`src/sfr_pkg.sv`:
```
`timescale 1ns / 1ps
// ----------------------------------------------------------------------------
// sfr_pkg
// Shared types and constants of the streaming find and replace block.
// ----------------------------------------------------------------------------
package sfr_pkg;

  localparam int unsigned ByteW      = 8;
  localparam int unsigned CfgW       = 64;
  localparam int unsigned LenW       = 4;
  localparam int unsigned PosW       = 3;
  localparam int unsigned CfgIdxW    = 4;
  localparam int unsigned MaxFindDef = 8;
  localparam int unsigned MaxReplDef = 8;

  typedef enum logic [CfgIdxW-1:0] {
    RegFindLen   = 4'd0,
    RegFindBytes = 4'd1,
    RegReplLen   = 4'd2,
    RegReplBytes = 4'd3
  } cfg_reg_e;

  typedef struct packed {
    logic            en;
    logic            shift;
    logic [PosW-1:0] pos;
  } cell_ctl_t;

endpackage

```
`src/sfr_cell.sv`:
```
`timescale 1ns / 1ps
// ----------------------------------------------------------------------------
// sfr_cell
// One slot of the pending window: insert, compare and shift toward slot 0.
// ----------------------------------------------------------------------------
module sfr_cell #(
  parameter int unsigned Idx = 0
) (
  input  logic                       clk_i,
  input  sfr_pkg::cell_ctl_t         ctl_i,
  input  logic [sfr_pkg::ByteW-1:0]  in_byte_i,
  input  logic [sfr_pkg::ByteW-1:0]  next_i,
  input  logic [sfr_pkg::ByteW-1:0]  find_i,
  output logic [sfr_pkg::ByteW-1:0]  cur_o,
  output logic                       eq_o
);
  import sfr_pkg::*;

  logic [ByteW-1:0] byte_q, byte_d;

  assign cur_o  = (ctl_i.pos == PosW'(Idx)) ? in_byte_i : byte_q;
  assign eq_o   = (cur_o == find_i);
  assign byte_d = ctl_i.shift ? next_i : cur_o;

  always_ff @(posedge clk_i) begin
    if (ctl_i.en) begin
      byte_q <= byte_d;
    end
  end

endmodule

```
`src/sfr_emit.sv`:
```
`timescale 1ns / 1ps
// ----------------------------------------------------------------------------
// sfr_emit
// Burst buffer that drains one result per cycle into the output register while that register is empty or being taken.
// ----------------------------------------------------------------------------
module sfr_emit #(
  parameter int unsigned Depth = 8
) (
  input  logic                              clk_i,
  input  logic                              rst_ni,
  input  logic                              load_i,
  input  logic [Depth-1:0][sfr_pkg::ByteW-1:0] load_bytes_i,
  input  logic [sfr_pkg::LenW-1:0]          load_len_i,
  input  logic                              load_mark_i,
  input  logic                              load_eot_i,
  output logic                              can_load_o,
  output logic                              m_axis_tvalid,
  input  logic                              m_axis_tready,
  output logic [sfr_pkg::ByteW-1:0]         m_axis_tdata,  // out_byte
  output logic                              m_axis_tuser,  // has_byte
  output logic                              m_axis_tlast
);
  import sfr_pkg::*;

  logic [Depth-1:0][ByteW-1:0] buf_q, buf_d;
  logic [LenW-1:0]             len_q, len_d;
  logic                        mark_q, eot_q;
  logic                        ov_q;
  logic [ByteW-1:0]            ob_q;
  logic                        oh_q, ol_q;
  logic                        move;

  assign move       = (len_q != '0) && (!ov_q || m_axis_tready);
  assign can_load_o = (len_q == '0) || ((len_q == LenW'(1)) && move);

  always_comb begin
    buf_d = buf_q;
    len_d = len_q;
    if (move) begin
      for (int j = 0; j < Depth - 1; j++) begin
        buf_d[j] = buf_q[j+1];
      end
      len_d = len_q - LenW'(1);
    end
    if (load_i) begin
      buf_d = load_bytes_i;
      len_d = load_len_i;
    end
  end

  always_ff @(posedge clk_i) begin
    buf_q <= buf_d;
    if (move) begin
      ob_q <= mark_q ? '0 : buf_q[0];
      oh_q <= !mark_q;
      ol_q <= eot_q && (len_q == LenW'(1));
    end
  end

  always_ff @(posedge clk_i or negedge rst_ni) begin
    if (!rst_ni) begin
      len_q  <= '0;
      mark_q <= 1'b0;
      eot_q  <= 1'b0;
      ov_q   <= 1'b0;
    end else begin
      len_q <= len_d;
      if (load_i) begin
        mark_q <= load_mark_i;
        eot_q  <= load_eot_i;
      end
      if (move) begin
        ov_q <= 1'b1;
      end else if (m_axis_tready) begin
        ov_q <= 1'b0;
      end
    end
  end

  assign m_axis_tvalid = ov_q;
  assign m_axis_tdata  = ob_q;
  assign m_axis_tuser  = oh_q;
  assign m_axis_tlast  = ol_q;

endmodule

```
`src/stream_find_replace.sv`:
```
`timescale 1ns / 1ps
// ----------------------------------------------------------------------------
// stream_find_replace
// Streaming find and replace over a byte stream with a window of cells.
// ----------------------------------------------------------------------------
// Each accepted byte enters a row of window cells that compare it against the
// pattern in the same cycle; every leftmost, non-overlapping match is replaced
// by the replacement bytes, other bytes pass through in order. An input byte
// that yields at most one result is taken every cycle while the output is not
// stalled. A byte that yields several results (a replacement, or the flush at
// end of text) occupies the burst buffer until all of them drain, so the
// next byte waits for that burst; the output register drains one result per
// cycle while m_axis_tready is high. With an empty pattern the text passes
// unchanged. A text whose final byte yields no result ends with a marker
// result (tuser low) that carries tlast. Write the configuration only while
// the block is idle; writing find_len drops any pending bytes.
// ----------------------------------------------------------------------------
module stream_find_replace #(
  parameter int unsigned MAX_FIND = sfr_pkg::MaxFindDef,
  parameter int unsigned MAX_REPL = sfr_pkg::MaxReplDef
) (
  input  logic                         clk_i,
  input  logic                         rst_ni,
  input  logic                         cfg_valid_i,
  output logic                         cfg_ready_o,
  input  logic [sfr_pkg::CfgIdxW-1:0]  cfg_index_i,
  input  logic [sfr_pkg::CfgW-1:0]     cfg_data_i,
  input  logic                         s_axis_tvalid,
  output logic                         s_axis_tready,
  input  logic [sfr_pkg::ByteW-1:0]    s_axis_tdata,   // in_byte
  input  logic                         s_axis_tlast,   // end_of_text
  output logic                         m_axis_tvalid,
  input  logic                         m_axis_tready,
  output logic [sfr_pkg::ByteW-1:0]    m_axis_tdata,   // out_byte
  output logic                         m_axis_tuser,   // has_byte
  output logic                         m_axis_tlast    // last
);
  import sfr_pkg::*;

  localparam int unsigned BDepth = (MAX_FIND > MAX_REPL) ? MAX_FIND : MAX_REPL;

  logic [LenW-1:0]  find_len_q, repl_len_q;
  logic [CfgW-1:0]  find_bytes_q, repl_bytes_q;
  logic [PosW-1:0]  count_q, count_d;

  logic [LenW-1:0]  flen, rlen, len_after, burst_len;
  logic             accept, full, match, src_repl, mark;
  logic             cfg_wr;
  cell_ctl_t        ctl;

  logic [MAX_FIND-1:0][ByteW-1:0] cur;
  logic [MAX_FIND-1:0]            eq;
  logic [BDepth-1:0][ByteW-1:0]   burst_bytes;

  assign cfg_ready_o = 1'b1;
  assign cfg_wr      = cfg_valid_i;

  always_ff @(posedge clk_i or negedge rst_ni) begin
    if (!rst_ni) begin
      find_len_q   <= '0;
      find_bytes_q <= '0;
      repl_len_q   <= '0;
      repl_bytes_q <= '0;
    end else if (cfg_wr) begin
      case (cfg_reg_e'(cfg_index_i))
        RegFindLen:   find_len_q   <= cfg_data_i[LenW-1:0];
        RegFindBytes: find_bytes_q <= cfg_data_i;
        RegReplLen:   repl_len_q   <= cfg_data_i[LenW-1:0];
        RegReplBytes: repl_bytes_q <= cfg_data_i;
        default:      ;
      endcase
    end
  end

  assign flen = (find_len_q > LenW'(MAX_FIND)) ? LenW'(MAX_FIND) : find_len_q;
  assign rlen = (repl_len_q > LenW'(MAX_REPL)) ? LenW'(MAX_REPL) : repl_len_q;

  assign accept    = s_axis_tvalid && s_axis_tready;
  assign len_after = {1'b0, count_q} + LenW'(1);
  assign full      = (flen != '0) && (len_after == flen);

  always_comb begin
    match = 1'b1;
    for (int i = 0; i < MAX_FIND; i++) begin
      if ((LenW'(i) < flen) && !eq[i]) begin
        match = 1'b0;
      end
    end
  end

  assign ctl.en    = accept;
  assign ctl.shift = full && !match;
  assign ctl.pos   = count_q;

  for (genvar g = 0; g < MAX_FIND; g++) begin : g_cell
    logic [ByteW-1:0] nxt;
    if (g == MAX_FIND - 1) begin : g_end
      assign nxt = '0;
    end else begin : g_mid
      assign nxt = cur[g+1];
    end
    sfr_cell #(
      .Idx (g)
    ) u_cell (
      .clk_i     (clk_i),
      .ctl_i     (ctl),
      .in_byte_i (s_axis_tdata),
      .next_i    (nxt),
      .find_i    (find_bytes_q[g*ByteW +: ByteW]),
      .cur_o     (cur[g]),
      .eq_o      (eq[g])
    );
  end

  always_comb begin
    count_d = count_q;
    if (accept) begin
      if ((flen == '0) || s_axis_tlast || (full && match)) begin
        count_d = '0;
      end else if (!full) begin
        count_d = len_after[PosW-1:0];
      end
    end
    if (cfg_wr && (cfg_reg_e'(cfg_index_i) == RegFindLen)) begin
      count_d = '0;
    end
  end

  always_ff @(posedge clk_i or negedge rst_ni) begin
    if (!rst_ni) begin
      count_q <= '0;
    end else begin
      count_q <= count_d;
    end
  end

  always_comb begin
    src_repl = 1'b0;
    if (flen == '0) begin
      burst_len = LenW'(1);
    end else if (full) begin
      if (match) begin
        src_repl  = 1'b1;
        burst_len = rlen;
      end else begin
        burst_len = s_axis_tlast ? flen : LenW'(1);
      end
    end else begin
      burst_len = s_axis_tlast ? len_after : '0;
    end
    mark = s_axis_tlast && (burst_len == '0);
    if (mark) begin
      burst_len = LenW'(1);
    end
  end

  always_comb begin
    for (int j = 0; j < BDepth; j++) begin
      burst_bytes[j] = '0;
      if (src_repl) begin
        if (j < MAX_REPL) begin
          burst_bytes[j] = repl_bytes_q[j*ByteW +: ByteW];
        end
      end else if (j < MAX_FIND) begin
        burst_bytes[j] = cur[j];
      end
    end
  end

  sfr_emit #(
    .Depth (BDepth)
  ) u_emit (
    .clk_i         (clk_i),
    .rst_ni        (rst_ni),
    .load_i        (accept),
    .load_bytes_i  (burst_bytes),
    .load_len_i    (burst_len),
    .load_mark_i   (mark),
    .load_eot_i    (s_axis_tlast),
    .can_load_o    (s_axis_tready),
    .m_axis_tvalid (m_axis_tvalid),
    .m_axis_tready (m_axis_tready),
    .m_axis_tdata  (m_axis_tdata),
    .m_axis_tuser  (m_axis_tuser),
    .m_axis_tlast  (m_axis_tlast)
  );

endmodule
```
`config.mk`:
```
export PLATFORM = sky130hd
export DESIGN_NAME = stream_find_replace
export DESIGN_NICKNAME = d
export VERILOG_FILES = /design/src/sfr_pkg.sv /design/src/sfr_cell.sv /design/src/sfr_emit.sv /design/src/stream_find_replace.sv
export SDC_FILE = /design/constraint.sdc
export NUM_CORES = 1
export LEC_CHECK = 0
export ABC_AREA = 1
export BUFFER_PORTS_ARGS = -buffer_cell sky130_fd_sc_hd__buf_2
export CORE_MARGIN = 5
export CORE_UTILIZATION = 25
export CTS_CLUSTER_DIAMETER = 30
export DETAILED_ROUTE_END_ITERATION = 8
export SLEW_MARGIN = 20
export SYNTH_ARGS = -nofsm -noshare
export SYNTH_HDL_FRONTEND = slang
export SYNTH_SLANG_ARGS = --single-unit
export TNS_END_PERCENT = 1
```
`constraint.sdc`:
```
create_clock -name clk_i -period 6.3 [get_ports clk_i]
set_input_delay 0.315 -clock clk_i [delete_from_list [all_inputs] [get_ports clk_i]]
set_output_delay 0.315 -clock clk_i [all_outputs]
set_load 0.05 [all_outputs]
```
# Yosys cells after proc, flatten, opt, wreduce, memory -nomap -nowiden
# Index checks and enable logic that the tools add are counted.
# Widths: inputs -> output; s select.
# classes
add_sub_neg	2
mul	0
div	0
n_lt_le_gt_ge	10
eq_ne	21
shift	0
mux	52
bitwise_logic	0
reduce_logical	47
# ops
op	n
$mux 8	23
$mux 56	2
$eq 8x8->1	8
$mux 4	10
$logic_and 1x1->1	17
$logic_not 4->1	4
$lt 3x4->1 const A	4
$mux 1	13
$eq 3x3->1 const B	4
$mux 3	4
$logic_not 1->1	11
$reduce_and 2->1	5
$eq 4x1->1 const B	2
$eq 4x2->1 const B	2
$gt 4x4->1 const B	2
$lt 1x4->1 const A	2
$lt 2x4->1 const A	2
$reduce_bool 4->1	2
$eq 3x2->1 const B	2
$reduce_bool 2->1	3
$add 3x1->4 const B	1
$eq 4x4->1	1
$logic_or 1x1->1	4
$sub 4x1->4 const B	1
3 further kinds	3
# totals
ff_bits	284
latchBits	0
ram_bits	0
romBits	0
inputBits	82
out_inout_bits	13
word_cells	160
n_memories	0

# Logic depth before layout (Yosys ltp)
# Gate-level depths: netlist of the first run.
# logic_depth
ltp_word	20
ltp_mapped	24
ltp_nobuf	22

# Cells and area by module
# Synthesis of the first run repeated with hierarchy kept, for this count alone.
# unflattened
cells_unflattened	2036
area_unflattened_um2	15662.5
# modules_own_cells
module	n_inst	cells_each	area_each_um2	seq_area_each_um2
stream_find_replace	1	843	6563.8	3478.3
sfr_emit	1	335	3468.3	2397.3
sfr_cell at g_cell[3].u_cell ...	3	103	670.6	240.2
sfr_cell at g_cell[1].u_cell ...	2	103	669.4	240.2
sfr_cell at g_cell[0].u_cell	1	119	760.7	240.2
sfr_cell at g_cell[4].u_cell	1	118	759.5	240.2
sfr_cell at g_cell[7].u_cell	1	106	759.5	240.2

# Worst setup path before layout of the first run
# OpenSTA, ideal clock, no wires.
# synth_path
path_kind	register to register
start	reg u_emit.ov_q (netlist: u_emit.m_axis_tvalid)
end	reg u_emit.buf_q[6] (netlist bit), data pin
setup_ns	0.159
arrival_time_ns	5.169
required_ns	6.141
setup_slack_ns	0.972
path_stages_with_launch	9
path_buffers	1
synth_period_minus_slack_ns	5.328
cell_sequence	dfrtp_1 > inv_1 > nor2_1 > o21ai_0 > nand2_1 > clkinv_1 > clkbuf_1 > o21ai_0 > o21ai_1
# synth_rtl
item	line	source
from (decl)	sfr_emit.sv:28	logic ov_q;
from (signal assigned)	sfr_emit.sv:65	ov_q <= 1'b0;
from (signal assigned)	sfr_emit.sv:73	ov_q <= 1'b1;
from (signal assigned)	sfr_emit.sv:75	ov_q <= 1'b0;
to (signal assigned)	sfr_emit.sv:52	buf_q <= buf_d;
to (decl)	sfr_emit.sv:25	logic [Depth-1:0][ByteW-1:0] buf_q, buf_d;

# Worst setup path in the final report of the first run
# layout_path
start	reg count_q[2]
end	reg g_cell[4].u_cell.byte_q[1], data pin
# layout_via
elab_chain_cells	16
word_cells_on_any_way	54
cone_classes	add/sub: 1; eq/ne: 16; mux: 17; reduce/logical: 20
# layout_rtl
item	line	source
from (decl)	stream_find_replace.sv:44	logic [PosW-1:0] count_q, count_d;
from (signal assigned)	stream_find_replace.sv:133	count_q <= count_d;
$logic_not 3->1	sfr_cell.sv:21	assign cur_o = (ctl_i.pos == PosW'(Idx)) ? in_byte_i : byte_q;
$mux 8	sfr_cell.sv:21	
$eq 8x8->1	sfr_cell.sv:22	assign eq_o = (cur_o == find_i);
$logic_not 1->1	stream_find_replace.sv:85	if ((LenW'(i) < flen) && !eq[i]) begin
$logic_and 1x1->1	stream_find_replace.sv:85	
$mux 1 (8 in a row)	stream_find_replace.sv:85	
$logic_not 1->1	stream_find_replace.sv:92	assign ctl.shift = full && !match;
$logic_and 1x1->1	stream_find_replace.sv:92	
$mux 8 (*)	sfr_cell.sv:23	assign byte_d = ctl_i.shift ? next_i : cur_o;
net g_cell[4].u_cell.byte_d[1]	sfr_cell.sv:19	logic [ByteW-1:0] byte_q, byte_d;
to (signal assigned)	sfr_cell.sv:27	byte_q <= byte_d;
to (decl)	sfr_cell.sv:19	
# Mark *: on every way through the listed nets, which the timed path passes. The rest lies on a longest branch.
# A chain may end at the register's enable or synchronous reset.

==> metrics.log, run 1 <==
[metrics] RSZ-0062 raised after global routing: no
[metrics] kind of cell adding the most delay to the critical path: simple AND/OR/NAND/NOR gates
[metrics] Crit path largest cell delay: around 0.60 ns
[metrics] maximum count of clock buffers along a single path: 3
[metrics] overall routed net length: 43,200 µm
[metrics] Adder-Cell Fraction of Synth Area: 0.691%
[metrics] proportion of layout cells with a drive suffix above 1: 11.5%
[metrics] Root Driver: clkbuf_16
[metrics] power per cell area: approximately 480 mW/mm²
[metrics] layout-stage area growth over the synthesis result: 23.4%
[metrics] worst path cell trace: inv_2, ha_1, clkinv_1, o21ai_0, nand2_1, nand2_1, nand2_1, nor2_1, nand2_1, nand2_1, nand3_1, nor2_4, nand2_1, nand2_2, buf_4, o21ai_0
[metrics] CP startpoint kind: flop
[metrics] type of the worst min-delay path: in2reg
[metrics] CTS tree: done
[metrics] type of the worst setup path: reg2reg
[metrics] Max Transition Viols Final: 0
[metrics] transition time at the pin with the least slew margin: 0.911 ns
[metrics] Placeable Area: ~0.058 mm²
[metrics] total vias in the final route: 12,349
[metrics] number of global-route vias before repair: 12,031
[metrics] vias per inst: 4.54
[metrics] largest family of logic cells by synthesized area: simple AND/OR/NAND/NOR gates
[metrics] R2R depth: 16
[metrics] number of iterations in the first detailed-routing pass: 5
[metrics] static leakage power: 8.59 nW
[metrics] Worst-Skew Late Latency: 0.58 ns
[metrics] leftover overflow at the end of global routing: 0
[metrics] placed cell count: 2,590
[metrics] worst clock skew: 0.0173 ns
[metrics] All-Layer GR Usage: 13.3%
[metrics] data arrival time at the worst-slack endpoint: 4.82 ns
[metrics] fraction of post-synthesis cell area in the top cell type by area: between 20 and 30%
[metrics] number of antenna violations at the first check in global routing: 2
[metrics] number of DRC violations after detailed routing: 0
[metrics] average routed wire per standard cell: ~16 µm
[metrics] cell repeated most along the worst path: nand2_1
[metrics] final net count: between 1,500 and 2,000
[metrics] antenna cell count: 0
[metrics] hold violation total from the final report: 0
[metrics] Min-Delay Path Depth: 3
[metrics] clock transition at the registers of the reported paths: around 0.05 ns
[metrics] post-place instance area: about 0.016 mm²
[metrics] Avg Synthesized Cell Area: 8.00 µm²
[metrics] number of instances in the synthesized netlist: 1,812
[metrics] count of endpoints failing setup in the final report: 0
[metrics] remaining antenna violation count: 0
[metrics] biggest area contributors in the synthesized netlist: edfxtp_1 29%, dfrtp_1 25%, nand2_1 17%, o21ai_0 7.1%, inv_1 5.0%
[metrics] simple-gate portion of the synthesized area: 25.5%
[metrics] setup TNS: 0 ns
[metrics] post-route design area: about 0.018 mm²
[metrics] maximum clock frequency: 0.221 GHz
[metrics] Detail Placement HPWL: just over 30,000 µm
[metrics] RR Endpoint: g_cell[4].u_cell.byte_q[1]
[metrics] placement-stage worst setup slack: roughly 1.8 ns
[metrics] final critical path time including I/O delays and setup: 4.53 ns
[metrics] placement row count: 88
[metrics] TritonCTS Buffers: 60
[metrics] Die H: 251 µm
[metrics] final cycle utilization of the critical path: about 70%
[metrics] Chip Width: 251 µm
[metrics] master of the slowest instance on the critical path: buf_4
[metrics] pin count of the biggest net entering global routing: 80
[metrics] Slew headroom: 39.3%
[metrics] type of destination of the critical path: flop
[metrics] sink count of the clock tree: roughly 280
[metrics] total number of yosys warnings: 0
[metrics] synthesis-stage register bit count: around 280
[metrics] startpoint of the most critical hold path: cfg_data_i[50]
[metrics] quantity of I/O buffers inserted on ports: just over 90
[metrics] starting density of the core: 25.2%
[metrics] worst-path maximum fanout: 64
[metrics] Seq/Total Area, Yosys: a little over half
[metrics] startpoint of the most critical register-to-register path: count_q[2]
[metrics] slack of the worst reg-to-reg path: 1.77 ns
[metrics] Total Die Area: about 0.063 mm²
[metrics] minimum hold slack: 0.0154 ns
[metrics] area leader, netlist: edfxtp_1
[metrics] Worst VDD drop: 0.000224 V
[metrics] post-synthesis cell area: 0.0145 mm²
[metrics] max-capacitance violation count: 0
[metrics] portion of netlist area occupied by mux cells: 0%
[metrics] drt initial violations: 983
[metrics] num ports: 95
[metrics] Post-Synthesis Net Count: 1,902
[metrics] share of the synthesized area in compound gates (AO/OA/AOI/OAI): between 10% and 20%
[metrics] H-Tree Level Count: 2
[metrics] Final Instance Count excl. Fillers: 2,718
[metrics] Crit path buffers/inverters: 3
[metrics] buffer count from post-CTS setup fixing: 0
[metrics] Critical Path RT: 6.59 ns
[metrics] number of distinct library cell variants in the gate-level netlist after synthesis: 31
[metrics] Endpoint, Worst Hold: find_bytes_q[50]
[metrics] Post-Synth XOR/XNOR Area: less than 1%
[metrics] status: complete, no violations
[metrics] crit path setup slack, layout: 1.77 ns
[metrics] routability-driven placement congestion ratio: ~0.86
[metrics] first-pass GRT wire length: 67,800 µm
[cells in the mapped netlist, drive strengths merged]
master and instances:
a21oi 48, a31oi 2, buf 33, clkbuf 57
clkinv 5, conb 1, dfrtp 146, edfxtp 138
ha 8, inv 199, nand2 677, nand3 98
nand3b 45, nand4 9, nor2 61, nor3b 1
o211ai 5, o21ai 270, o221ai 1, o31ai 2
or2 1, xnor2 1, xor2 4
[layer usage]
layer  global-route usage, %  vias up  wire (µm)
met4                    2.85        2        681
met5                       0        -         13
met3                    2.29       62       2410
met1                    17.9     5879      19300
met2                    22.7      329      20800
li1                        -     6077          -
[kinds of logic (layout without fill, tap and decap cells)]
group / after synthesis / after routing
AND/OR/NAND/NOR: 892 / 892
XOR/XNOR: 5 / 5
buffers and inverters: 294 / 435
other: 1 / 1
adder cells (fa/ha/maj): 8 / 8
AO/OA/AOI/OAI: 328 / 328
flip-flops: 284 / 284
[report_power, final]
group	internal, mW	switching, mW	total, mW
clock	2.18	1.03	3.21
sequential	2.73	0.294	3.02
combinational	0.673	1.62	2.29
[worst reg2reg max path: cells and delay by family, from the launching register on]
kind,cells,cell delay [ns]
adder cells (fa/ha/maj),1,0.50
buffers and inverters,3,1.35
AND/OR/NAND/NOR,10,1.39
AO/OA/AOI/OAI,2,0.56
flip-flops,1,0.45
[flip-flops by register name, indices dropped and copies added, names as in the netlist]
signal and flops:
find_len_q 4, u_emit.buf_q 64, repl_len_q 4, repl_bytes_q 64, g_cell.u_cell.byte_q 64, u_emit.len_q 4, u_emit.eot_q 1, u_emit.m_axis_tlast 1
u_emit.m_axis_tvalid 1, u_emit.m_axis_tdata 8, u_emit.m_axis_tuser 1, u_emit.mark_q 1, count_q 3, find_bytes_q 64
[stage by stage]
stage / util [%] / total power, mW
after floorplan: - / 4.62
after global placement: 27.1 / 5.28
after detailed placement: 27.1 / 5.33
after CTS: 31.0 / 8.60
after global routing: 31.0 / 9.04
final: 31.0 / 8.52
[final cells by class]
type / instances / area (µm²)
tap: 765 / 957
clock inverter: 35 / 385
timing repair buffer: 117 / 699
clock buffer: 79 / 1730
multi-input combinational: 1234 / 5540
sequential: 284 / 7800
inverter: 204 / 767
fill: 6060 / 39700
[worst max-delay path by stage]
stage / start / end / slack [ns] / cells past startpoint
2_1_floorplan: u_emit.m_axis_tvalid / u_emit.buf_q[6] / 0.97 / 8
6_report: count_q[2] / g_cell[4].u_cell.byte_q[1] / 1.77 / 16
3_5_place_dp: count_q[2] / g_cell[2].u_cell.byte_q[0] / 1.84 / 16
5_1_grt: count_q[0] / g_cell[2].u_cell.byte_q[1] / 1.37 / 16
3_3_place_gp: count_q[2] / g_cell[6].u_cell.byte_q[4] / 1.88 / 16
4_1_cts: count_q[2] / g_cell[2].u_cell.byte_q[0] / 1.79 / 16
[repair_timing]
| action | in CTS | in global routing |
|---|---|---|
| gates resized for setup | 0 | 0 |
| endpoints found under the hold margin | 95 | 0 |
| hold buffers | 14 | 0 |
[layout by cell type (no fill, tap or decap), types with 5 or more instances in the layout]
| master | synthesis | routed |
|---|---|---|
| o21ai_1 | 63 | 63 |
| clkbuf_1 | 57 | 9 |
| clkbuf_8 | 0 | 5 |
| buf_2 | 20 | 92 |
| nand3b_1 | 45 | 45 |
| ha_1 | 8 | 8 |
| edfxtp_1 | 138 | 138 |
| nand2_1 | 674 | 672 |
| nand3_1 | 97 | 96 |
| inv_4 | 0 | 5 |
| clkinv_2 | 0 | 10 |
| o21ai_0 | 207 | 207 |
| inv_1 | 194 | 194 |
| nand4_1 | 9 | 9 |
| inv_2 | 5 | 5 |
| nor2_1 | 59 | 59 |
| dfrtp_1 | 146 | 146 |
| clkinv_4 | 0 | 9 |
| clkbuf_16 | 0 | 65 |
| buf_4 | 12 | 9 |
| bufinv_16 | 0 | 6 |
| dlygate4sd3_1 | 0 | 14 |
| o211ai_1 | 5 | 5 |
| a21oi_1 | 48 | 48 |
(Power assumes the default switching activity.)
==> inputs of run 2 (changes only) <==
clock period = 4.5 ns   (was 6.3 ns; I/O delays follow)
==> run 2 against run 1 <==
Effect of this change:
- critical endpoint is now g_cell[2].u_cell.byte_q[4]
- clock power rose by 34%
- largest power group unchanged
- flip-flop and latch count unchanged
- via count rose by 1.1%
==> metrics.log, run 2 (synthesis gave the netlist of run 1 again) <==
[metrics] max-capacitance violation count: 0 (unchanged)
[metrics] sequential fraction of design power: 35.8% (+0.4 points)
[metrics] type of the worst min-delay path: in2reg
[metrics] placement-stage worst setup slack: 0.624 ns (-1.21 ns)
[metrics] worst-path maximum fanout: 28 (-56%)
[metrics] Worst-Skew Late Latency: 0.58 ns (about the same)
[metrics] vias per inst: 4.51 (-0.80%)
[metrics] maximum clock frequency: 0.258 GHz (+17%)
[metrics] Max Transition Viols Final: 0 (unchanged)
[metrics] buffer count from post-CTS setup fixing: 0 (unchanged)
[metrics] data arrival time at the worst-slack endpoint: 4.17 ns (-0.65 ns)
[metrics] Root Driver: clkbuf_16
[metrics] All-Layer GR Usage: 13.4% (+0.044 points)
[metrics] overall routed net length: 43,200 µm (about the same)
[metrics] first-pass GRT wire length: 68,100 µm (+0.40%)
[metrics] number of DRC violations after detailed routing: 0 (unchanged)
[metrics] Resized cells post-CTS: 0 (unchanged)
[metrics] num ports: 95 (unchanged)
[metrics] type of the worst setup path: reg2reg
[metrics] type of destination of the critical path: flop
[metrics] leftover overflow at the end of global routing: 0 (unchanged)
[metrics] average routed wire per standard cell: 15.6 µm (-1.9%)
[metrics] status: complete, no violations
[metrics] total vias in the final route: 12,480 (+1.1%)
[metrics] leading cell type in the layout, fill and taps excluded: nand2_1
[metrics] Detail Placement HPWL: 30,500 µm (-0.45%)
[metrics] Chip Width: 251 µm (unchanged)
[metrics] placement row count: 88 (unchanged)
[metrics] routability-driven placement congestion ratio: 0.860 (unchanged)
[metrics] number of global-route vias before repair: 12,364 (+2.8%)
[metrics] RSZ-0062 raised after global routing: no
[metrics] Critical Path Start: count_q[2]
[metrics] hold violation total from the final report: 0 (unchanged)
[metrics] Int Pwr: 7.65 mW (+37%)
[metrics] power per cell area: 644 mW/mm² (+35%)
[metrics] final cycle utilization of the critical path: 86.2% (+14 points)
[metrics] Total Die Area: 0.0629 mm² (unchanged)
[metrics] static leakage power: 8.75 nW (+1.9%)
[metrics] clock transition at the registers of the reported paths: 0.05 ns (about the same)
[metrics] pin count of the biggest net entering global routing: 99 (+24%)
[metrics] CP startpoint kind: flop
[metrics] Die H: 251 µm (unchanged)
[metrics] TritonCTS Buffers: 58 (-3.3%)
[metrics] clock power share: 36.4% (-1.3 points)
[metrics] final net count: 2,043 (+2.6%)
[metrics] Slew headroom: 35.7% (-3.6 points)
[metrics] hold buffer count at cts: 61 (+47)
[metrics] Critical Path RT: 4.80 ns (-1.79 ns)
[metrics] worst clock skew: 0.0260 ns (+0.00872 ns)
[metrics] starting density of the core: 25.2% (unchanged)
[metrics] number of iterations in the first detailed-routing pass: 7 (+2)
[metrics] switching share of total power: 35.1% (+0.55 points)
[metrics] count of endpoints failing setup in the final report: 0 (unchanged)
[metrics] post-route design area: 0.0183 mm² (+2.4%)
[metrics] setup TNS: 0 ns (unchanged)
[metrics] Placeable Area: 0.0576 mm² (unchanged)
[metrics] sink count of the clock tree: 284 (unchanged)
[metrics] startpoint of the most critical hold path: cfg_data_i[3]
[metrics] CTS tree: done
[metrics] transition time at the pin with the least slew margin: 0.965 ns (+0.0544 ns)
[metrics] maximum count of clock buffers along a single path: 3 (unchanged)
[metrics] Worst VDD drop: 0.000409 V (+83%)
[metrics] drt initial violations: 1,056 (+7.4%)
[metrics] startpoint of the most critical register-to-register path: count_q[2]
[metrics] crit path setup slack, layout: 0.621 ns (-1.15 ns)
[metrics] number of antenna violations at the first check in global routing: 1 (-1)
[metrics] part of the total power dissipated in combinational logic: 27.8% (+0.9 points)
[metrics] top library cells by usage in the layout, fill and taps aside: 672 x nand2_1, 207 x o21ai_0, 194 x inv_1
[metrics] proportion of layout cells with a drive suffix above 1: 11.4% (-0.037 points)
[metrics] post-place instance area: 0.0157 mm² (+0.50%)
[metrics] layout-stage area growth over the synthesis result: 26.3%
[metrics] remaining antenna violation count: 0 (unchanged)
[metrics] switching power of the nets: 4.14 mW (+41%)
[metrics] filler cell count: 6,025 (-0.58%)
[metrics] final critical path time including I/O delays and setup: 3.88 ns (-0.648 ns)
[metrics] quantity of I/O buffers inserted on ports: 93 (unchanged)
[metrics] H-Tree Level Count: 2 (unchanged)
-- run 2: cell count changes in the layout (fill, tap and decap cells not counted), moves of 4 or more --
cell / before / now
inv_6: 4 / 10
clkbuf_16: 65 / 59
buf_4: 9 / 14
clkinvlp_4: 2 / 6
dlygate4sd3_1: 14 / 61
clkinv_4: 9 / 4
-- run 2: path summary, 6_finish.rpt --
kind | endpoint | slack, ns | cells after the start
max | g_cell[2].u_cell.byte_q[4] | 0.62 | 17
min | find_len_q[3] | 0.03 | 3
max reg2reg | g_cell[2].u_cell.byte_q[4] | 0.62 | 17
max in group asynchronous | repl_bytes_q[53] | 2.96 | 3
min reg2reg | repl_bytes_q[3] | 0.49 | 2
min in group asynchronous | repl_bytes_q[17] | 0.36 | 2
-- run 2: metal layers --
metal	track usage (%)	up-vias	share of wire, %
met3	2.40	85	6.0
met5	0	-	0
li1	-	6182	-
met4	4.10	0	2.5
met1	18.0	5835	44
met2	22.1	378	47
-- run 2: layout make-up --
class | instances | area (µm²) | share of cell area [%]
antenna | 1 | 2.50 | 0.0137
clock buffer | 69 | 1550 | 8.49
clock inverter | 41 | 437 | 2.39
inverter | 204 | 767 | 4.19
multi-input combinational | 1234 | 5540 | 30.3
sequential | 284 | 7800 | 42.6
tap | 765 | 957 | 5.23
timing repair buffer | 171 | 1250 | 6.81
-- run 2: power by group through the flow --
stage / logic, mW / registers [mW] / clock network (mW)
final: 3.28 / 4.22 / 4.30
after detailed placement: 3.23 / 4.26 / 0
after CTS: 3.29 / 4.22 / 4.38
after global placement: 3.18 / 4.24 / 0
after floorplan: 2.19 / 4.27 / 0
after global routing: 3.72 / 4.30 / 4.52
-- run 2: worst max-delay path, cell delays in order (launching register included) --
cell and delay [ns]:
dfrtp_1 0.41, inv_2 0.35, ha_1 0.50, clkinv_1 0.37, o21ai_0 0.30, nand2_1 0.09, nand2_1 0.06, nand2_1 0.05
nor2_1 0.09, nand2_1 0.07, nand2_1 0.08, nand3_1 0.12, nor2_4 0.18, nand2_1 0.14, nand2_2 0.29, inv_2 0.28
nand2_1 0.13, o21ai_0 0.08
-- run 2: stage by stage --
step | util [%] | power [mW] | std cells | hold slack (ns)
floorplan | - | 6.45 | 1812 | -0.0706
global placement | 27.3 | 7.42 | 2597 | 0.401
detailed placement | 27.3 | 7.49 | 2597 | 0.422
CTS | 31.8 | 11.9 | 2768 | 0.00484
global route | 31.8 | 12.5 | 2769 | 0.0512
finish | 31.8 | 11.8 | 2769 | 0.0320
==> inputs of run 3 (changes only) <==
CORE_UTILIZATION = 50   (was 25)
HOLD_SLACK_MARGIN = 0.05   (was default)
PLACE_DENSITY = 0.68   (was default)
==> run 3 against run 2 <==
Effect of this change:
- sequential power about the same
- via count up 2.8%
- sequential share of layout area up 0.33 points
- combinational power about the same
- worst hold slack better by 0.021 ns
- non-clock buffer count up 5
- highest routed layer unchanged
- first-iteration DRC count up 2.1%
- clock power up 13%
- die area down 48%
- cell area down 0.77%
- power up 4.7%
==> metrics.log, run 3 (synthesis gave the netlist of run 1 again) <==
[metrics] routability-driven placement congestion ratio: 0.843 (-2.0%)
[metrics] CTS tree: done
[metrics] Worst-Skew Late Latency: 0.54 ns (-0.04 ns)
[metrics] Min-Delay Path Depth: 3 (unchanged)
[metrics] average routed wire per standard cell: 16.9 µm (+8.5%)
[metrics] Detail Placement HPWL: 26,500 µm (-13%)
[metrics] Max Transition Viols Final: 0 (unchanged)
[metrics] remaining antenna violation count: 0 (unchanged)
[metrics] routed wire length on met2: 19,800 µm (-2.9%)
[metrics] slack of the worst reg-to-reg path: 0.51 ns (-0.11 ns)
[metrics] number of antenna violations at the first check in global routing: 0 (-1)
[metrics] data arrival time at the worst-slack endpoint: 4.24 ns (+0.07 ns)
[metrics] clock transition at the registers of the reported paths: 0.04 ns (about the same)
[metrics] worst clock skew: 0.0172 ns (-0.00881 ns)
[metrics] layout-stage area growth over the synthesis result: 25.3%
[metrics] count of endpoints failing setup in the final report: 0 (unchanged)
[metrics] Slew headroom: 37.7% (+2.1 points)
[metrics] Resized cells post-CTS: 0 (unchanged)
[metrics] Total Die Area: 0.0325 mm² (-48%)
[metrics] wire length the detailed router placed on met1: 17,100 µm (-10%)
[metrics] highest layer used for signal routing: met4
[metrics] number of DRC violations after detailed routing: 0 (unchanged)
[metrics] transition time at the pin with the least slew margin: 0.933 ns (-0.0322 ns)
[metrics] All-Layer GR Usage: 24.9% (+11 points)
[metrics] drt initial violations: 1,078 (+2.1%)
[metrics] final net count: 2,057 (+0.69%)
[metrics] number of iterations in the first detailed-routing pass: 6 (-1)
[metrics] total vias in the final route: 12,824 (+2.8%)
[metrics] TritonCTS Buffers: 67 (+16%)
[metrics] filler cell count: 2,341 (-61%)
[metrics] sink count of the clock tree: 284 (unchanged)
[metrics] Root Driver: clkbuf_16
[metrics] worst-path maximum fanout: 46 (+64%)
[metrics] final cycle utilization of the critical path: 88.6% (+2.4 points)
[metrics] setup TNS: 0 ns (unchanged)
[metrics] CP startpoint kind: flop
[metrics] quantity of I/O buffers inserted on ports: 93 (unchanged)
[metrics] leftover overflow at the end of global routing: 0 (unchanged)
[metrics] starting density of the core: 50.6% (+25 points)
[metrics] hold buffer count at cts: 64 (+4.9%)
[metrics] type of destination of the critical path: flop
[metrics] RSZ-0062 raised after global routing: no
[metrics] first-pass GRT wire length: 65,800 µm (-3.4%)
[metrics] type of the worst setup path: reg2reg
[metrics] number of global-route vias before repair: 12,728 (+2.9%)
[metrics] num ports: 95 (unchanged)
[metrics] top library cells by usage in the layout, fill and taps aside: 672 x nand2_1, 207 x o21ai_0, 194 x inv_1
[metrics] max-capacitance violation count: 0 (unchanged)
[metrics] antenna cell count: 0 (-1)
[metrics] power per cell area: 679 mW/mm² (+5.5%)
[metrics] maximum clock frequency: 0.251 GHz (-2.7%)
[metrics] met3 wire length: 2340 µm (-10%)
[metrics] status: complete, no violations
[metrics] H-Tree Level Count: 3 (+1)
[metrics] proportion of layout cells with a drive suffix above 1: 11.9% (+0.45 points)
[metrics] minimum hold slack: 0.0526 ns (+0.0206 ns)
[metrics] Chip Width: 180 µm (-28%)
[metrics] static leakage power: 8.91 nW (+1.8%)
[metrics] Core Util, Final: 63.5% (+32 points)
[metrics] pin count of the biggest net entering global routing: 147 (+48%)
[metrics] Die H: 180 µm (-28%)
[metrics] Placeable Area: 0.0286 mm² (-50%)
[metrics] leading cell type in the layout, fill and taps excluded: nand2_1
[metrics] hold violation total from the final report: 0 (unchanged)
[metrics] Worst VDD drop: 0.000480 V (+17%)
[metrics] sum of internal, switching and leakage power: 12.3 mW (+4.7%)
[metrics] overall routed net length: 40,700 µm (-5.8%)
[metrics] type of the worst min-delay path: in2reg
[metrics] R2R depth: 16 (-1)
[metrics] buffer count from post-CTS setup fixing: 0 (unchanged)
[metrics] vias per inst: 5.33 (+18%)
[metrics] maximum count of clock buffers along a single path: 3 (unchanged)
[metrics] Critical Path RT: 4.75 ns (-0.05 ns)
[metrics] placement row count: 62 (-30%)
[metrics] final critical path time including I/O delays and setup: 3.99 ns (+0.108 ns)
[run 3: cell count changes in the layout (fill, tap and decap cells not counted), sizes merged]
cell / previous run / this run
clkbuf: 69 / 90
inv: 212 / 204
dlygate4sd3: 61 / 64
buf: 110 / 112
clkinv: 21 / 19
clkinvlp: 6 / 8
bufinv: 6 / 5
diode: 1 / 0
[run 3: layout make-up]
class / count / area (µm²) / share of cell area [%]
Tap cell: 384 / 480 / 2.64
Sequential cell: 284 / 7800 / 42.9
Clock inverter: 32 / 338 / 1.86
Timing Repair Buffer: 176 / 1270 / 6.98
Inverter: 204 / 767 / 4.22
Multi-Input combinational cell: 1234 / 5540 / 30.5
Clock buffer: 90 / 1970 / 10.8
[run 3: metrics by stage]
step                cell area, µm²  std cells  setup WS (ns)
finish                       18200       2404          0.513
global route                 18200       2404          0.184
CTS                          18200       2404          0.502
detailed placement           15200       2218          0.533
global placement             15200       2218          0.672
floorplan                    14500       1812          0.306
[run 3: path summary, 6_finish.rpt]
kind	startpoint	end
max in group asynchronous	rst_ni	repl_bytes_q[40]
worst min-delay path	cfg_data_i[0]	repl_bytes_q[0]
worst max register to register	count_q[2]	g_cell[1].u_cell.byte_q[4]
worst min register to register	repl_len_q[0]	repl_len_q[0]
min in group asynchronous	rst_ni	repl_bytes_q[5]
worst max-delay path	count_q[2]	g_cell[1].u_cell.byte_q[4]
[run 3: worst max-delay path, stage by stage (launching register included)]
cell,delay [ns]
dfrtp_1,0.40
inv_2,0.33
ha_1,0.47
clkinv_1,0.32
o21ai_0,0.32
nand2_1,0.08
nand2_1,0.06
nand2_1,0.04
nor2_1,0.08
nand2_1,0.11
nand2_1,0.08
nand3_1,0.13
nor2_4,0.19
nand2_1,0.15
nand2_2,0.31
buf_4,0.46
o21ai_0,0.16
[run 3: layer usage]
metal / up-vias / track usage (%)
li1: 6204 / -
met1: 6068 / 31.9
met2: 448 / 42.4
met3: 104 / 4.10
met4: 0 / 9.89
met5: - / 0
[run 3: power by group]
group	total (mW)	internal, mW	switching [mW]
combinational	3.27	1.01	2.26
clock	4.85	3.35	1.50
sequential	4.23	3.82	0.409
